### src/hw/rtl/assert_macros.svh
// ----------------------------------------------------------------------------
// Assertion macros
// Concurrent assertion wrappers, clocked on clk_i and disabled in reset.
// ----------------------------------------------------------------------------
`ifndef ASSERT_MACROS_SVH
`define ASSERT_MACROS_SVH
`ifndef NO_ASSERTIONS
`define CNV_ASSERT(lbl, prop, msg) \
  lbl: assert property (@(posedge clk_i) disable iff (!rst_ni) prop) else $error(msg);
`define CNV_ASSERT_NEVER(lbl, expr, msg) \
  lbl: assert property (@(posedge clk_i) disable iff (!rst_ni) !(expr)) else $error(msg);
`else
`define CNV_ASSERT(lbl, prop, msg)
`define CNV_ASSERT_NEVER(lbl, expr, msg)
`endif
`endif

### src/hw/rtl/cnv_pkg.sv
// ----------------------------------------------------------------------------
// cnv_pkg
// Shared constants and types of the 3x3 convolution filter.
// ----------------------------------------------------------------------------
package cnv_pkg;

  localparam int MaxWidthDef      = 256;
  localparam int CoeffWidthDef    = 16;
  localparam int CoeffFracBitsDef = 4;

  localparam int PixW      = 8;
  localparam int RowW      = 12;
  localparam int ColOutW   = 8;
  localparam int CfgW      = 48;
  localparam int WidthRegW = 9;
  localparam int HeightRegW = 13;
  localparam int CfgIdxW   = 3;

  localparam logic [HeightRegW-1:0] HeightLimit = 13'd4096;
  localparam logic [PixW-1:0]       PixMax      = 8'd255;
  localparam logic [PixW-1:0]       PixMin      = 8'd0;

  localparam logic [WidthRegW-1:0]  WidthRst    = 9'd256;
  localparam logic [HeightRegW-1:0] HeightRst   = 13'd256;
  localparam logic [CfgW-1:0]       CoeffTopRst = 48'hFFEC0000FFEC;
  localparam logic [CfgW-1:0]       CoeffMidRst = 48'h0000_00A00000;
  localparam logic [CfgW-1:0]       CoeffBotRst = 48'hFFEC0000FFEC;

  typedef enum logic [CfgIdxW-1:0] {
    REG_WIDTH     = 3'd0,
    REG_HEIGHT    = 3'd1,
    REG_COEFF_TOP = 3'd2,
    REG_COEFF_MID = 3'd3,
    REG_COEFF_BOT = 3'd4
  } reg_idx_e;

  typedef struct packed {
    logic            done;
    logic [PixW-1:0] value;
  } filt_res_t;

endpackage

### src/hw/rtl/cnv_line_store.sv
// ----------------------------------------------------------------------------
// cnv_line_store
// Two row buffers sharing one address, with a registered synchronous read.
// ----------------------------------------------------------------------------
module cnv_line_store #(
  parameter int Depth = cnv_pkg::MaxWidthDef,
  parameter int AddrW = $clog2(Depth)
) (
  input  logic                     clk_i,
  input  logic                     re_i,
  input  logic                     we_i,
  input  logic [AddrW-1:0]         addr_i,
  input  logic [cnv_pkg::PixW-1:0] older_wdata_i,
  input  logic [cnv_pkg::PixW-1:0] newer_wdata_i,
  output logic [cnv_pkg::PixW-1:0] older_rdata_o,
  output logic [cnv_pkg::PixW-1:0] newer_rdata_o
);

  logic [cnv_pkg::PixW-1:0] older_mem [Depth];
  logic [cnv_pkg::PixW-1:0] newer_mem [Depth];

  always_ff @(posedge clk_i) begin
    if (we_i) begin
      older_mem[addr_i] <= older_wdata_i;
      newer_mem[addr_i] <= newer_wdata_i;
    end
    if (re_i) begin
      older_rdata_o <= older_mem[addr_i];
      newer_rdata_o <= newer_mem[addr_i];
    end
  end

endmodule

### config.mk
export PLATFORM = sky130hd
export DESIGN_NAME = cnv_line_store
export DESIGN_NICKNAME = d
export VERILOG_FILES = /design/src/hw/rtl/assert_macros.svh /design/src/hw/rtl/cnv_pkg.sv /design/src/hw/rtl/cnv_line_store.sv
export SDC_FILE = /design/constraint.sdc
export NUM_CORES = 2
export LEC_CHECK = 0
export BUFFER_PORTS_ARGS = -buffer_cell sky130_fd_sc_hd__buf_4
export CAP_MARGIN = 20
export CORE_MARGIN = 2
export CORE_UTILIZATION = 35
export CTS_BUF_LIST = sky130_fd_sc_hd__clkbuf_8
export CTS_CLUSTER_SIZE = 10
export DETAILED_ROUTE_END_ITERATION = 8
export MAX_ROUTING_LAYER = met4
export PLACE_DENSITY = 0.6
export SLEW_MARGIN = 5
export SYNTH_ARGS = -nofsm -noshare
export SYNTH_HDL_FRONTEND = slang
export SYNTH_SLANG_ARGS = --single-unit
### constraint.sdc
create_clock -name clk_i -period 2.7 [get_ports clk_i]
set_input_delay 0.27 -clock clk_i [delete_from_list [all_inputs] [get_ports clk_i]]
set_output_delay 0.27 -clock clk_i [all_outputs]
set_load 0.05 [all_outputs]
==> results.cfg <==
[floorplanning]
start_util_pct = 35.2
placementRows = 244
die_w_um = 670
core_area_um2 = 442000
dieArea_um2 = 450000
io_pins = 43
die-height_um = 670

[drt]
viasPerCell = 5.47
highest_layer = met4
first_pass_iters = 5
routed_wl_um = 429000
wl_per_cell_um = 29.6
ant_nets = 0
wl_met3_um = 34600
drt-initial-drc-count = 10600
wl_met2_um = 209000
drt-met1-wl_um = 173000
drcViolationCount = 0
via_count = 79100

[finish]
area_growth_pct = 19.8
fin_util_pct = 42.1
final_common_cell = edfxtp_1
n_fill_cell = 38100
final_cell_mix = 4,112 x edfxtp_1, 1,024 x mux4_2, 688 x buf_4, 664 x clkbuf_8, 511 x a22oi_1
nets = 8082
drive_gt1_share_pct = 35.1
multiInputGateArea_um2 = 30800
seq_area_um2 = 123000

[critical_path]
cp.required_ps = 3610
critical_path.cell_chain = mux4_2 > a22oi_1 > buf_4 > a21oi_1 > o41ai_4 > buf_4 > nand4_1
crit_buf_inv = 2
critPathMostFrequentCell = buf_4
slowest_stage = o41ai_4
crit_fanout = 1
worst_setup_path_start_kind = register
critPathCaptureType = register
worstSetupPathType = register to register
worst_ep_arrival_time_ps = 3580
cp_top_family = compound AO/OA/AOI/OAI gates
slowest_delay_ps = 670

[grt]
grt_pass1_vias = 80300
grt_overflow = 0
grt_max_degree = 98
grt_usage_pct = 19.2
antenna_found_initial = 21
grt_pass1_wl_um = 605000

[power_and_ir_drop]
finalPower_w = 0.126
ir_drop_uv = 452
p_leak_nw = 58.9
p_per_area_nw_per_um2 = 676

[placed_design]
dp_hpwl_um = 264000
port_buffers = 42
gp_congestion = 0.845

[clocking]
path_clk_slew_ps = 60
clk_path_buf_depth = 4
clk_latency_ps = 1200
numCtsBuffers = 654
cts_max_level = 6
cts_tree = done
cts_root_buf = clkbuf_8
cts_sinks = 4112

[yosys]
synth_top_family_by_area = multiplexers
synth-simple-area-share_pct = 0.874
synth_cells = 6717
synth_mux_area_share_pct = 14.8
synth_compound_area_share_pct = 3.66
netlist.area_leader.share_pct = 79.4
synth.cell_area_um2 = 155000
synth_fa_ha_area_share_pct = 0
syn_nets = 6744
synth_cell_types = 22
syn_avg_cell_area_um2 = 23.1
synthTopCellsByArea = edfxtp_1 79%, mux4_2 15%, a22oi_1 2.5%, a21oi_1 0.82%, nor2_1 0.62%
yosysTopAreaCell = edfxtp_1
yosysWarnings = 0
yosysSeqAreaShare_pct = 79.4
synth_xor_xnor_area_share_pct = 0
yosys_register_bits = 4112

[sta]
fmax_ghz = 0.374
slew_violations = 0
post-route-period-util_pct = 98.9
skew_ps = 58.2
rsz0062_at_grt = true
setup_viol = 0
period_minus_slack_ps = 2670
tightest_slew_ps = 978
fin_hold_ws_ps = 128
max_slew_margin_pct = 34.8
hold_viol_final = 0

[run_status]
status = completed

[worst_hold_path]
hold_class = input pin to register

[run]
drv_cap = 0
==> layout make-up <==
class | instances | share of cell area (%)
sequential | 4112 | 66.3
tap | 5904 | 3.97
multi-input combinational | 2190 | 16.5
clock inverter | 488 | 1.35
antenna | 11 | 0.0148
clock buffer | 664 | 4.91
timing repair buffer | 1097 | 6.96
==> worst reg2reg max path, cell delays in order, from the launching register on <==
cell and delay (ps):
edfxtp_1 360, mux4_2 490, a22oi_1 240, buf_4 180, a21oi_1 140, o41ai_4 670
buf_4 240, nand4_1 100
==> registers in the layout, indices dropped and copies added, names as in the netlist <==
name,cells
newer_mem,2048
older_mem,2048
newer_rdata_o,8
older_rdata_o,8
==> final timing paths <==
| path | from | depth (start not counted) | slack (ps) | to |
|---|---|---|---|---|
| max | newer_mem[95][7] | 7 | 30 | newer_rdata_o[7] |
| min | addr_i[3] | 7 | 130 | older_mem[37][0] |
| max reg2reg | newer_mem[95][7] | 7 | 30 | newer_rdata_o[7] |
| min reg2reg | older_mem[196][3] | 6 | 1160 | older_rdata_o[3] |
==> Yosys cell counts (all sizes together) <==
master / count
nand2: 31
buf: 161
and3: 1
nor2: 257
or2: 1
a21oi: 256
clkbuf: 254
o41ai: 64
nor3b: 1
and3b: 1
nand4: 16
nor3: 4
a22oi: 512
edfxtp: 4112
nand3: 7
nor2b: 9
mux4: 1024
and2: 2
nand2b: 4
==> cells by family after synthesis <==
logic type	count (synthesis)
AO/OA/AOI/OAI	832
AND/OR/NAND/NOR	334
flip-flops	4112
buffers and inverters	415
multiplexers	1024
==> layer usage <==
layer  up-vias  GRT usage [%]
li1      31800              -
met1     42700           25.7
met2      3928           30.5
met3       644           3.12
met4         0           5.43
met5         -              -
==> power by group <==
part,internal [W],total (W),leakage (nW),switching (W)
sequential,0.0704,0.0705,37.0,0.000118
clock,0.0238,0.0482,6.74,0.0244
combinational,0.00282,0.00718,15.1,0.00436
==> per-stage QoR <==
| step | area [um2] | instances | worst slack (ps) | setup TNS (ps) |
|---|---|---|---|---|
| after detailed placement | 174000 | 13300 | -1200 | -18100 |
| after floorplan | 156000 | 6717 | -192 | -99440 |
| after CTS | 186000 | 14500 | 2.01 | 0 |
| after global placement | 174000 | 13300 | -2030 | -44470 |
| final | 186000 | 14500 | 28.8 | 0 |
| after global routing | 186000 | 14500 | -6.43 | -6.43 |
==> timing repair <==
action	4_1_cts	5_1_grt
hold buffers	26	0
gates cloned	0	0
setup buffers	0	0
endpoints found under the hold margin	4649	0
endpoints found under the setup margin	14	6
resized for setup	26	8
pin swaps	2	1
Note: power is estimated with default switching activity, not from simulation.
