### config.mk
export PLATFORM = sky130hd
export DESIGN_NAME = cnv_filter
export DESIGN_NICKNAME = d
export VERILOG_FILES = /design/src/hw/rtl/assert_macros.svh /design/src/hw/rtl/cnv_pkg.sv /design/src/hw/rtl/cnv_filter.sv
export SDC_FILE = /design/constraint.sdc
export NUM_CORES = 1
export LEC_CHECK = 0
export BUFFER_PORTS_ARGS = -buffer_cell sky130_fd_sc_hd__buf_4
export CAP_MARGIN = 40
export CORE_MARGIN = 3
export CORE_UTILIZATION = 29
export CTS_CLUSTER_DIAMETER = 120
export CTS_CLUSTER_SIZE = 25
export DETAILED_ROUTE_END_ITERATION = 10
export HOLD_SLACK_MARGIN = 0.08
export MAX_ROUTING_LAYER = met4
export PLACE_DENSITY = 0.55
export SLEW_MARGIN = 15
export SYNTH_ARGS = -nofsm -noshare
export SYNTH_HDL_FRONTEND = slang
export SYNTH_SLANG_ARGS = --single-unit
export TNS_END_PERCENT = 5
### constraint.sdc
create_clock -name clk_i -period 15.6 [get_ports clk_i]
set_input_delay 1.56 -clock clk_i [delete_from_list [all_inputs] [get_ports clk_i]]
set_output_delay 1.56 -clock clk_i [all_outputs]
set_load 0.03 [all_outputs]
### src/hw/rtl/assert_macros.svh
// ----------------------------------------------------------------------------
// Assertion macros
// Concurrent assertion wrappers, clocked on clk_i and disabled in reset.
// ----------------------------------------------------------------------------
`ifndef ASSERT_MACROS_SVH
`define ASSERT_MACROS_SVH
`ifndef NO_ASSERTIONS
`define CNV_ASSERT(lbl, prop, msg) \
  lbl: assert property (@(posedge clk_i) disable iff (!rst_ni) prop) else $error(msg);
`define CNV_ASSERT_NEVER(lbl, expr, msg) \
  lbl: assert property (@(posedge clk_i) disable iff (!rst_ni) !(expr)) else $error(msg);
`else
`define CNV_ASSERT(lbl, prop, msg)
`define CNV_ASSERT_NEVER(lbl, expr, msg)
`endif
`endif

### src/hw/rtl/cnv_pkg.sv
// ----------------------------------------------------------------------------
// cnv_pkg
// Shared constants and types of the 3x3 convolution filter.
// ----------------------------------------------------------------------------
package cnv_pkg;

  localparam int MaxWidthDef      = 256;
  localparam int CoeffWidthDef    = 16;
  localparam int CoeffFracBitsDef = 4;

  localparam int PixW      = 8;
  localparam int RowW      = 12;
  localparam int ColOutW   = 8;
  localparam int CfgW      = 48;
  localparam int WidthRegW = 9;
  localparam int HeightRegW = 13;
  localparam int CfgIdxW   = 3;

  localparam logic [HeightRegW-1:0] HeightLimit = 13'd4096;
  localparam logic [PixW-1:0]       PixMax      = 8'd255;
  localparam logic [PixW-1:0]       PixMin      = 8'd0;

  localparam logic [WidthRegW-1:0]  WidthRst    = 9'd256;
  localparam logic [HeightRegW-1:0] HeightRst   = 13'd256;
  localparam logic [CfgW-1:0]       CoeffTopRst = 48'hFFEC0000FFEC;
  localparam logic [CfgW-1:0]       CoeffMidRst = 48'h0000_00A00000;
  localparam logic [CfgW-1:0]       CoeffBotRst = 48'hFFEC0000FFEC;

  typedef enum logic [CfgIdxW-1:0] {
    REG_WIDTH     = 3'd0,
    REG_HEIGHT    = 3'd1,
    REG_COEFF_TOP = 3'd2,
    REG_COEFF_MID = 3'd3,
    REG_COEFF_BOT = 3'd4
  } reg_idx_e;

  typedef struct packed {
    logic            done;
    logic [PixW-1:0] value;
  } filt_res_t;

endpackage

### src/hw/rtl/cnv_filter.sv
// ----------------------------------------------------------------------------
// cnv_filter
// Sequential 3x3 multiply-accumulate followed by a restoring divider.
// ----------------------------------------------------------------------------
module cnv_filter #(
  parameter int CoeffWidth    = cnv_pkg::CoeffWidthDef,
  parameter int CoeffFracBits = cnv_pkg::CoeffFracBitsDef
) (
  input  logic                            clk_i,
  input  logic                            rst_ni,
  input  logic                            start_i,
  input  logic [8:0][cnv_pkg::PixW-1:0]   px_i,
  input  logic [2:0][cnv_pkg::CfgW-1:0]   coeff_i,
  output cnv_pkg::filt_res_t              res_o
);

  localparam int SW  = CoeffWidth + 13;
  localparam int KW  = CoeffWidth + 4;
  localparam int DCW = $clog2(SW);
  localparam int ExtW = 3 * CoeffWidth + cnv_pkg::CfgW;
  localparam logic [SW-1:0] FracMask = ~((SW'(1) << CoeffFracBits) - SW'(1));
  localparam logic [DCW-1:0] DivLast = DCW'(SW - 1);

  typedef enum logic [2:0] {F_IDLE, F_MAC, F_SETUP, F_DIV, F_DONE} fstate_e;

  fstate_e                        state_q;
  logic [3:0]                     cnt_q;
  logic [DCW-1:0]                 dcnt_q;
  logic [8:0][cnv_pkg::PixW-1:0]  px_q;
  logic signed [SW-1:0]           acc_q;
  logic signed [KW-1:0]           k_q;
  logic [SW-1:0]                  num_q;
  logic [KW-1:0]                  den_q;
  logic [KW-1:0]                  rem_q;
  logic [cnv_pkg::PixW-1:0]       val_q;

  logic signed [CoeffWidth-1:0]   coef [9];
  logic signed [CoeffWidth-1:0]   c_sel;
  logic signed [CoeffWidth+8:0]   prod;
  logic                           acc_neg, k_neg, k_zero, res_neg;
  logic [SW-1:0]                  mag;
  logic [KW-1:0]                  kmag;
  logic [KW:0]                    rem_sh;
  logic                           qbit;

  for (genvar i = 0; i < 9; i++) begin : g_coef
    logic [ExtW-1:0] ext;
    assign ext     = ExtW'(coeff_i[i / 3]);
    assign coef[i] = ext[(i % 3) * CoeffWidth +: CoeffWidth];
  end

  always_comb begin
    c_sel   = coef[cnt_q];
    prod    = $signed({1'b0, px_q[cnt_q]}) * c_sel;
    acc_neg = acc_q[SW-1];
    k_neg   = k_q[KW-1];
    k_zero  = (k_q == '0);
    res_neg = acc_neg ^ (k_neg && !k_zero);
    mag     = acc_neg ? SW'(-acc_q) : SW'(acc_q);
    kmag    = k_neg ? KW'(-k_q) : KW'(k_q);
    rem_sh  = {rem_q, num_q[SW-1]};
    qbit    = (rem_sh >= {1'b0, den_q});
  end

  always_ff @(posedge clk_i or negedge rst_ni) begin
    if (!rst_ni) begin
      state_q <= F_IDLE;
      cnt_q   <= '0;
      dcnt_q  <= '0;
    end else begin
      unique case (state_q)
        F_IDLE: begin
          if (start_i) begin
            px_q    <= px_i;
            acc_q   <= '0;
            k_q     <= '0;
            cnt_q   <= '0;
            state_q <= F_MAC;
          end
        end
        F_MAC: begin
          acc_q <= acc_q + SW'(prod);
          k_q   <= k_q + KW'(c_sel);
          if (cnt_q == 4'd8) begin
            cnt_q   <= '0;
            state_q <= F_SETUP;
          end else begin
            cnt_q <= cnt_q + 4'd1;
          end
        end
        F_SETUP: begin
          if (res_neg) begin
            val_q   <= cnv_pkg::PixMin;
            num_q   <= '0;
            state_q <= F_DONE;
          end else begin
            num_q   <= mag & FracMask;
            den_q   <= k_zero ? (KW'(1) << CoeffFracBits) : kmag;
            rem_q   <= '0;
            dcnt_q  <= '0;
            state_q <= F_DIV;
          end
        end
        F_DIV: begin
          rem_q  <= qbit ? KW'(rem_sh - {1'b0, den_q}) : KW'(rem_sh);
          num_q  <= {num_q[SW-2:0], qbit};
          dcnt_q <= dcnt_q + DCW'(1);
          if (dcnt_q == DivLast) begin
            state_q <= F_DONE;
          end
        end
        F_DONE: begin
          if (num_q[SW-1:cnv_pkg::PixW] != '0) begin
            val_q <= cnv_pkg::PixMax;
          end else begin
            val_q <= num_q[cnv_pkg::PixW-1:0];
          end
          state_q <= F_IDLE;
        end
        default: state_q <= F_IDLE;
      endcase
    end
  end

  // value settles the cycle after F_DONE, so flag done from a delayed strobe
  logic done_q;
  always_ff @(posedge clk_i or negedge rst_ni) begin
    if (!rst_ni) begin
      done_q <= 1'b0;
    end else begin
      done_q <= (state_q == F_DONE);
    end
  end

  assign res_o.done  = done_q;
  assign res_o.value = val_q;

endmodule
==> impl_metrics.toml, run 1 <==
[sta]
maxSlewHeadroom_pct = 44.64
slew_violations = 0
worst_slew_pin_slew_ns = 0.8304
finalHoldViolCount = 0
worst_slack_ns = 7.601
setup_viol = 0
fin_worst_skew_ns = 0.01635
fmax_mhz = 125.0
fin_crit_sh_pct = 51.27
fin_crit_ns = 7.999
rsz0062_at_grt = "no"
fin_tns_setup_ns = 0

[clocking]
h-tree-depth = 1
clk_latency_ns = 0.50
clock-root-buffer = "clkbuf_16"
cts_setup_buffers = 0
postCtsResizedCells = 0
clk_pin_slew_ns = 0.10
cts_buffers = 13
postCtsHoldBufs = 0
clk_path_buf_depth = 3
cts_num_sinks = 211
cts_tree = "yes"

[place]
post_dp_cell_area_mm2 = 0.02085
routabilityCongestion = 0.8801
place_inst = 2802
dp_worst_setup_slack_ns = 7.313
dp_hpwl_um = 38410
portBuffers = 227

[cells_and_area]
fillers = 6263
register_area_mm2 = 0.006277
antennaDiodeCount = 0
nNetsFinal = 2447
drive_above_1_share_pct = 18.12
final_cells = 2826
multi_input_area_mm2 = 0.01062
area.growth.synth_to_final_pct = 17.51
fin_area_mm2 = 0.02127

[yosys]
ys_ff_latch = 211
yosysSeqAreaShare_pct = 34.65
avgSynthCellArea_um2 = 10.14
synth_most_common_cell = "inv_1"
netlist_area_mm2 = 0.01810
syn_nets = 2240
yosys.cell_types.count = 72
yosysTopAreaCellShare_pct = 32.85
async_flop_share_pct = 6.161
synth_edf_count = 198
ys.flop_type = "edfxtp_1"
ys_top_cells_by_count = "inv_1 (256), edfxtp_1 (198), nor2_1 (176)"
synth_area_leaders = "edfxtp_1 (33%), fa_1 (14%), ha_1 (7.3%), mux4_2 (6.0%), inv_1 (5.3%)"
yosys.area.top_type = "edfxtp_1"
ys_warn_count = 0
syn_inst = 1784

[grt]
overflow = 0
grt_pass1_wl_um = 77910
antenna_found_initial = 0
track_usage_pct = 15.01
grt_pass1_vias = 14670
grt_start_max_net_pins = 63

[setup_path]
critical_path.top_delay_family = "adder cells"
critPathMaxStageDelay_ns = 0.72
critPathKind = "register to register"
crit_path_frequent_cell = "fa_1"
worst_ep_required_time_ns = 15.84
cp_cell_sequence = "buf_4, mux4_2, mux2i_1, o21a_1, inv_1, nand2_1, fa_1, inv_1, fa_1, fa_1, fa_1, inv_1, fa_1, inv_1, ha_1, a211oi_1, nor2_1, o41ai_1, o21ai_0, o21ai_0, nor3b_1, nor3_1"
cp_slowest_cell = "dfrtp_4"
end_kind = "register"
critPathArrivalTime_ns = 8.24
timing.critical_path.from_type = "register"
crit_path_max_fanout = 32
r2r_cells = 22
critPathBufInv = 5
path_depth = 22

[route]
drc = 0
postRouteWirelength_um = 47780
antenna_left = 0
wire_per_inst_um = 16.91
drt_iter0_markers = 861
viasPerCell = 4.845
drt_first_pass_iters = 5
num_vias = 13690

[die]
core_mm2 = 0.06103
initial_utilization_pct = 29.65
die_w_um = 255.8
io_pins = 228
die_area_mm2 = 0.06544
die_h_um = 255.8
rows = 90

[flow_run]
max-cap-violations = 0

[worst_hold_path]
worstHoldPathType = "register to register"
hold_depth = 1

[run_status]
status = "completed"
-- routing by layer --
layer | up-vias | part of all wire, % | track usage (%)
li1 | 6649 | - | -
met1 | 6553 | 45 | 19.37
met2 | 428 | 47 | 24.87
met3 | 62 | 5.4 | 2.107
met4 | 0 | 2.8 | 3.959
met5 | - | 0 | -
-- placed cells by master, fill, tap and decap left out, drive strengths merged, types with 13 or more instances in the layout --
cell type | Yosys | routed
inv | 256 | 259
a211oi | 17 | 17
xor2 | 26 | 26
nand2 | 152 | 152
nor3 | 45 | 45
dfrtp | 13 | 13
clkbuf | 39 | 19
nor2 | 177 | 177
nand2b | 14 | 14
buf | 27 | 257
nor4 | 14 | 14
a21oi | 83 | 83
nand3 | 35 | 35
mux2i | 29 | 29
and3 | 15 | 15
o21a | 35 | 35
ha | 106 | 106
a21o | 29 | 29
xnor2 | 36 | 36
o31ai | 16 | 16
o21ai | 103 | 103
fa | 131 | 131
mux4 | 48 | 48
edfxtp | 198 | 198
-- sequential cells by signal, indices dropped and copies added (netlist names) --
signal / flops
den_q: 20
done_q: 1
k_q: 20
cnt_q: 4
px_q: 72
dcnt_q: 5
state_q: 3
acc_q: 29
num_q: 29
rem_q: 20
val_q: 8
-- per-stage QoR --
step | utilization, % | hold WS, ns
after floorplan | - | 0.4581
after global placement | 34.01 | 0.4843
after detailed placement | 34.16 | 0.4961
after CTS | 34.82 | 0.5129
after global routing | 34.85 | 0.5646
final | 34.85 | 0.5120
-- cell families (layout without fill, tap and decap cells) --
logic type	Yosys count	after routing	share of synthesized area [%]
AND/OR/NAND/NOR	519	519	13.45
AO/OA/AOI/OAI	356	356	12.64
flip-flops	211	211	34.65
XOR/XNOR	62	62	3.000
buffers and inverters	322	536	6.865
multiplexers	77	77	7.577
adder cells (fa/ha/maj)	237	237	21.82
-- final timing paths --
| check | start | to | slack [ns] |
|---|---|---|---|
| worst min-delay path | dcnt_q[4]$_DFFE_PN0P_ | dcnt_q[4]$_DFFE_PN0P_ | 0.51 |
| worst max-delay path | cnt_q[0]$_DFFE_PN0P_ | acc_q[23]$_SDFFCE_PN0P_ | 7.60 |
| worst min register to register | dcnt_q[4]$_DFFE_PN0P_ | dcnt_q[4]$_DFFE_PN0P_ | 0.51 |
| worst max register to register | cnt_q[0]$_DFFE_PN0P_ | acc_q[23]$_SDFFCE_PN0P_ | 7.60 |
| max in group asynchronous | rst_ni | cnt_q[0]$_DFFE_PN0P_ | 14.43 |
| min in group asynchronous | rst_ni | dcnt_q[4]$_DFFE_PN0P_ | 0.93 |
-- layout make-up --
| type | instances | area share, % |
|---|---|---|
| clock buffers | 18 | 1.618 |
| multi-input cells | 1251 | 49.95 |
| inverters | 256 | 4.518 |
| flip-flops and latches | 211 | 29.52 |
| clock inverters | 4 | 0.2647 |
| repair buffers | 258 | 9.266 |
| well taps | 828 | 4.871 |
Power of run 1 is left out: the tool's default activity adds up to more than one toggle a clock period on the data nets, which glitch-free logic cannot reach.
==> run 2, diff against run 1 <==
--- a/config.mk
+++ b/config.mk
@@ -5,6 +5,7 @@
 export SDC_FILE = /design/constraint.sdc
 export NUM_CORES = 1
 export LEC_CHECK = 0
+export ABC_AREA = 1
 export BUFFER_PORTS_ARGS = -buffer_cell sky130_fd_sc_hd__buf_4
 export CAP_MARGIN = 40
 export CORE_MARGIN = 3
@@ -14,7 +15,7 @@
 export DETAILED_ROUTE_END_ITERATION = 10
 export HOLD_SLACK_MARGIN = 0.08
 export MAX_ROUTING_LAYER = met4
-export PLACE_DENSITY = 0.55
+export PLACE_DENSITY = 0.54
 export SLEW_MARGIN = 15
 export SYNTH_ARGS = -nofsm -noshare
 export SYNTH_HDL_FRONTEND = slang
==> constraint.sdc (replaced) <==
create_clock -name clk_i -period 7.41 [get_ports clk_i]
set_input_delay 0.741 -clock clk_i [delete_from_list [all_inputs] [get_ports clk_i]]
set_output_delay 0.741 -clock clk_i [all_outputs]
set_load 0.03 [all_outputs]
==> impl_metrics.toml, run 2 <==
[yosys]
yosysTopAreaCellShare_pct = 30.13
async_flop_share_pct = 6.161
ys.flop_type = "edfxtp_1"
synth_edf_count = 198
syn_nets = 3025
syn_inst = 2569
yosys.cell_types.count = 47
ys_warn_count = 0
avgSynthCellArea_um2 = 7.681
yosys.area.top_type = "edfxtp_1"
yosysSeqAreaShare_pct = 31.78
netlist_area_mm2 = 0.01973
ys_ff_latch = 211
synth_most_common_cell = "nand2_1"
ys_top_cells_by_count = "nand2_1 (601), inv_1 (505), nor2_1 (325)"
synth_area_leaders = "edfxtp_1 (30%), fa_1 (13%), nand2_1 (11%), inv_1 (9.6%), ha_1 (6.7%)"

[run_status]
status = "completed"

[sta]
fin_crit_sh_pct = 91.67
worst_slew_pin_slew_ns = 0.8300
maxSlewHeadroom_pct = 44.61
fin_worst_skew_ns = 0.01614
fin_crit_ns = 6.793
finalHoldViolCount = 0
fmax_mhz = 147.2
slew_violations = 0
rsz0062_at_grt = "no"
setup_viol = 0
fin_tns_setup_ns = 0
worst_slack_ns = 0.6170

[die]
die_w_um = 266.8
die_area_mm2 = 0.07121
initial_utilization_pct = 29.33
die_h_um = 266.8
core_mm2 = 0.06728
io_pins = 228
rows = 95

[cells_and_area]
antennaDiodeCount = 0
final_common_cell = "nand2_1"
fillers = 7297
drive_above_1_share_pct = 12.13
nNetsFinal = 3220
area.growth.synth_to_final_pct = 14.89
largest_reg_flops = 72
final_cell_mix = "nand2_1 (601), inv_1 (505), nor2_1 (322)"
reg_top3 = "px_q: 72 flops, acc_q: 29 flops, num_q: 29 flops"
fin_area_mm2 = 0.02267
regMostFlops = "px_q"

[clocking]
clock-root-buffer = "clkbuf_16"
h-tree-depth = 1
postCtsHoldBufs = 0
clk_path_buf_depth = 3
clk_latency_ns = 0.50
clk_pin_slew_ns = 0.10
cts_buffers = 13
cts_setup_buffers = 0
postCtsResizedCells = 0
cts_num_sinks = 211
cts_tree = "yes"

[setup_path]
worst_r2r_endpoint = "acc_q[22]$_SDFFCE_PN0P_"
critPathLaunch = "cnt_q[0]$_DFFE_PN0P_"
crit_path_max_fanout = 65
end_kind = "register"
reg2reg_slack_ns = 0.62
cp-endpoint = "acc_q[22]$_SDFFCE_PN0P_"
crit_path_frequent_cell = "nand2_1"
critPathKind = "register to register"
cp_slowest_cell = "fa_1"
regToRegStartpoint = "cnt_q[0]$_DFFE_PN0P_"
worst_ep_required_time_ns = 7.67
timing.critical_path.from_type = "register"
r2r_cells = 26
critPathMaxStageDelay_ns = 0.76
critPathArrivalTime_ns = 7.06

[grt]
antenna_found_initial = 1
grt_pass1_wl_um = 91980
grt_pass1_vias = 16820
overflow = 0
track_usage_pct = 16.74
grt_start_max_net_pins = 101

[place]
dp_hpwl_um = 45740
post_dp_cell_area_mm2 = 0.02226
dp_worst_setup_slack_ns = 0.6407
routabilityCongestion = 0.9194
portBuffers = 227

[route]
drc = 0
drt_first_pass_iters = 5
antenna_left = 0
num_vias = 16860
wire_per_inst_um = 15.75
viasPerCell = 4.627
postRouteWirelength_um = 57380
drt_iter0_markers = 1113

[flow_run]
max-cap-violations = 0

[worst_hold_path]
worstHoldPathType = "input pin to asynchronous set/reset pin"
[run 2: changes by cell type in the layout (fill, tap and decap cells not counted), sizes merged, moves of 29 or more]
cell | before | now
mux4 | 48 | 0
nor2 | 177 | 331
nand2 | 152 | 634
xnor2 | 36 | 7
o21ai | 103 | 175
o21a | 35 | 6
nand3 | 35 | 119
mux2i | 29 | 0
inv | 259 | 514
[run 2: through the flow]
stage / util [%] / cells / hold WS (ns)
after floorplan: - / 2569 / 0.4406
after global placement: 33.04 / 3620 / 0.4598
after detailed placement: 33.09 / 3622 / 0.4630
after CTS: 33.70 / 3643 / 0.09043
after global routing: 33.70 / 3643 / 0.09968
final: 33.70 / 3643 / 0.1221
[run 2: kinds of logic after synthesis]
| logic type | after synthesis | synth area share (%) |
|---|---|---|
| simple gates | 1141 | 23.73 |
| buf+inv | 583 | 12.29 |
| compound gates | 364 | 10.72 |
| fa+ha+maj | 237 | 20.01 |
| flops | 211 | 31.78 |
| xor+xnor | 33 | 1.465 |
[run 2: final cells by class]
cell class	instances	area (um^2)	share of cell area, %
multi-input cells	1775	11050	48.76
flip-flops and latches	211	6277	27.69
inverters	513	1931	8.516
repair buffers	250	1907	8.412
well taps	873	1092	4.818
clock buffers	17	340.3	1.501
clock inverters	4	68.82	0.3036
[run 2: critical path: cells and delay by family, from the launching register on]
| kind | cells | cell delay, ns |
|---|---|---|
| buf+inv | 7 | 1.05 |
| flops | 1 | 0.52 |
| fa+ha+maj | 6 | 3.24 |
| simple gates | 13 | 1.71 |
[run 2: how the worst min path moves through the flow]
stage | to | slack (ns) | cells past startpoint
finish | cnt_q[0]$_DFFE_PN0P_ | 0.12 | 1
global route | cnt_q[0]$_DFFE_PN0P_ | 0.1 | 1
CTS | cnt_q[0]$_DFFE_PN0P_ | 0.09 | 1
detailed placement | dcnt_q[4]$_DFFE_PN0P_ | 0.46 | 1
global placement | dcnt_q[4]$_DFFE_PN0P_ | 0.46 | 1
floorplan | dcnt_q[4]$_DFFE_PN0P_ | 0.44 | 1
[run 2: layer usage]
layer	share of wire, %	track usage [%]
met5	0	-
met2	46	26.93
met3	4.5	1.917
met4	1.8	3.201
met1	48	22.94
Power of run 2 is left out for the same reason.
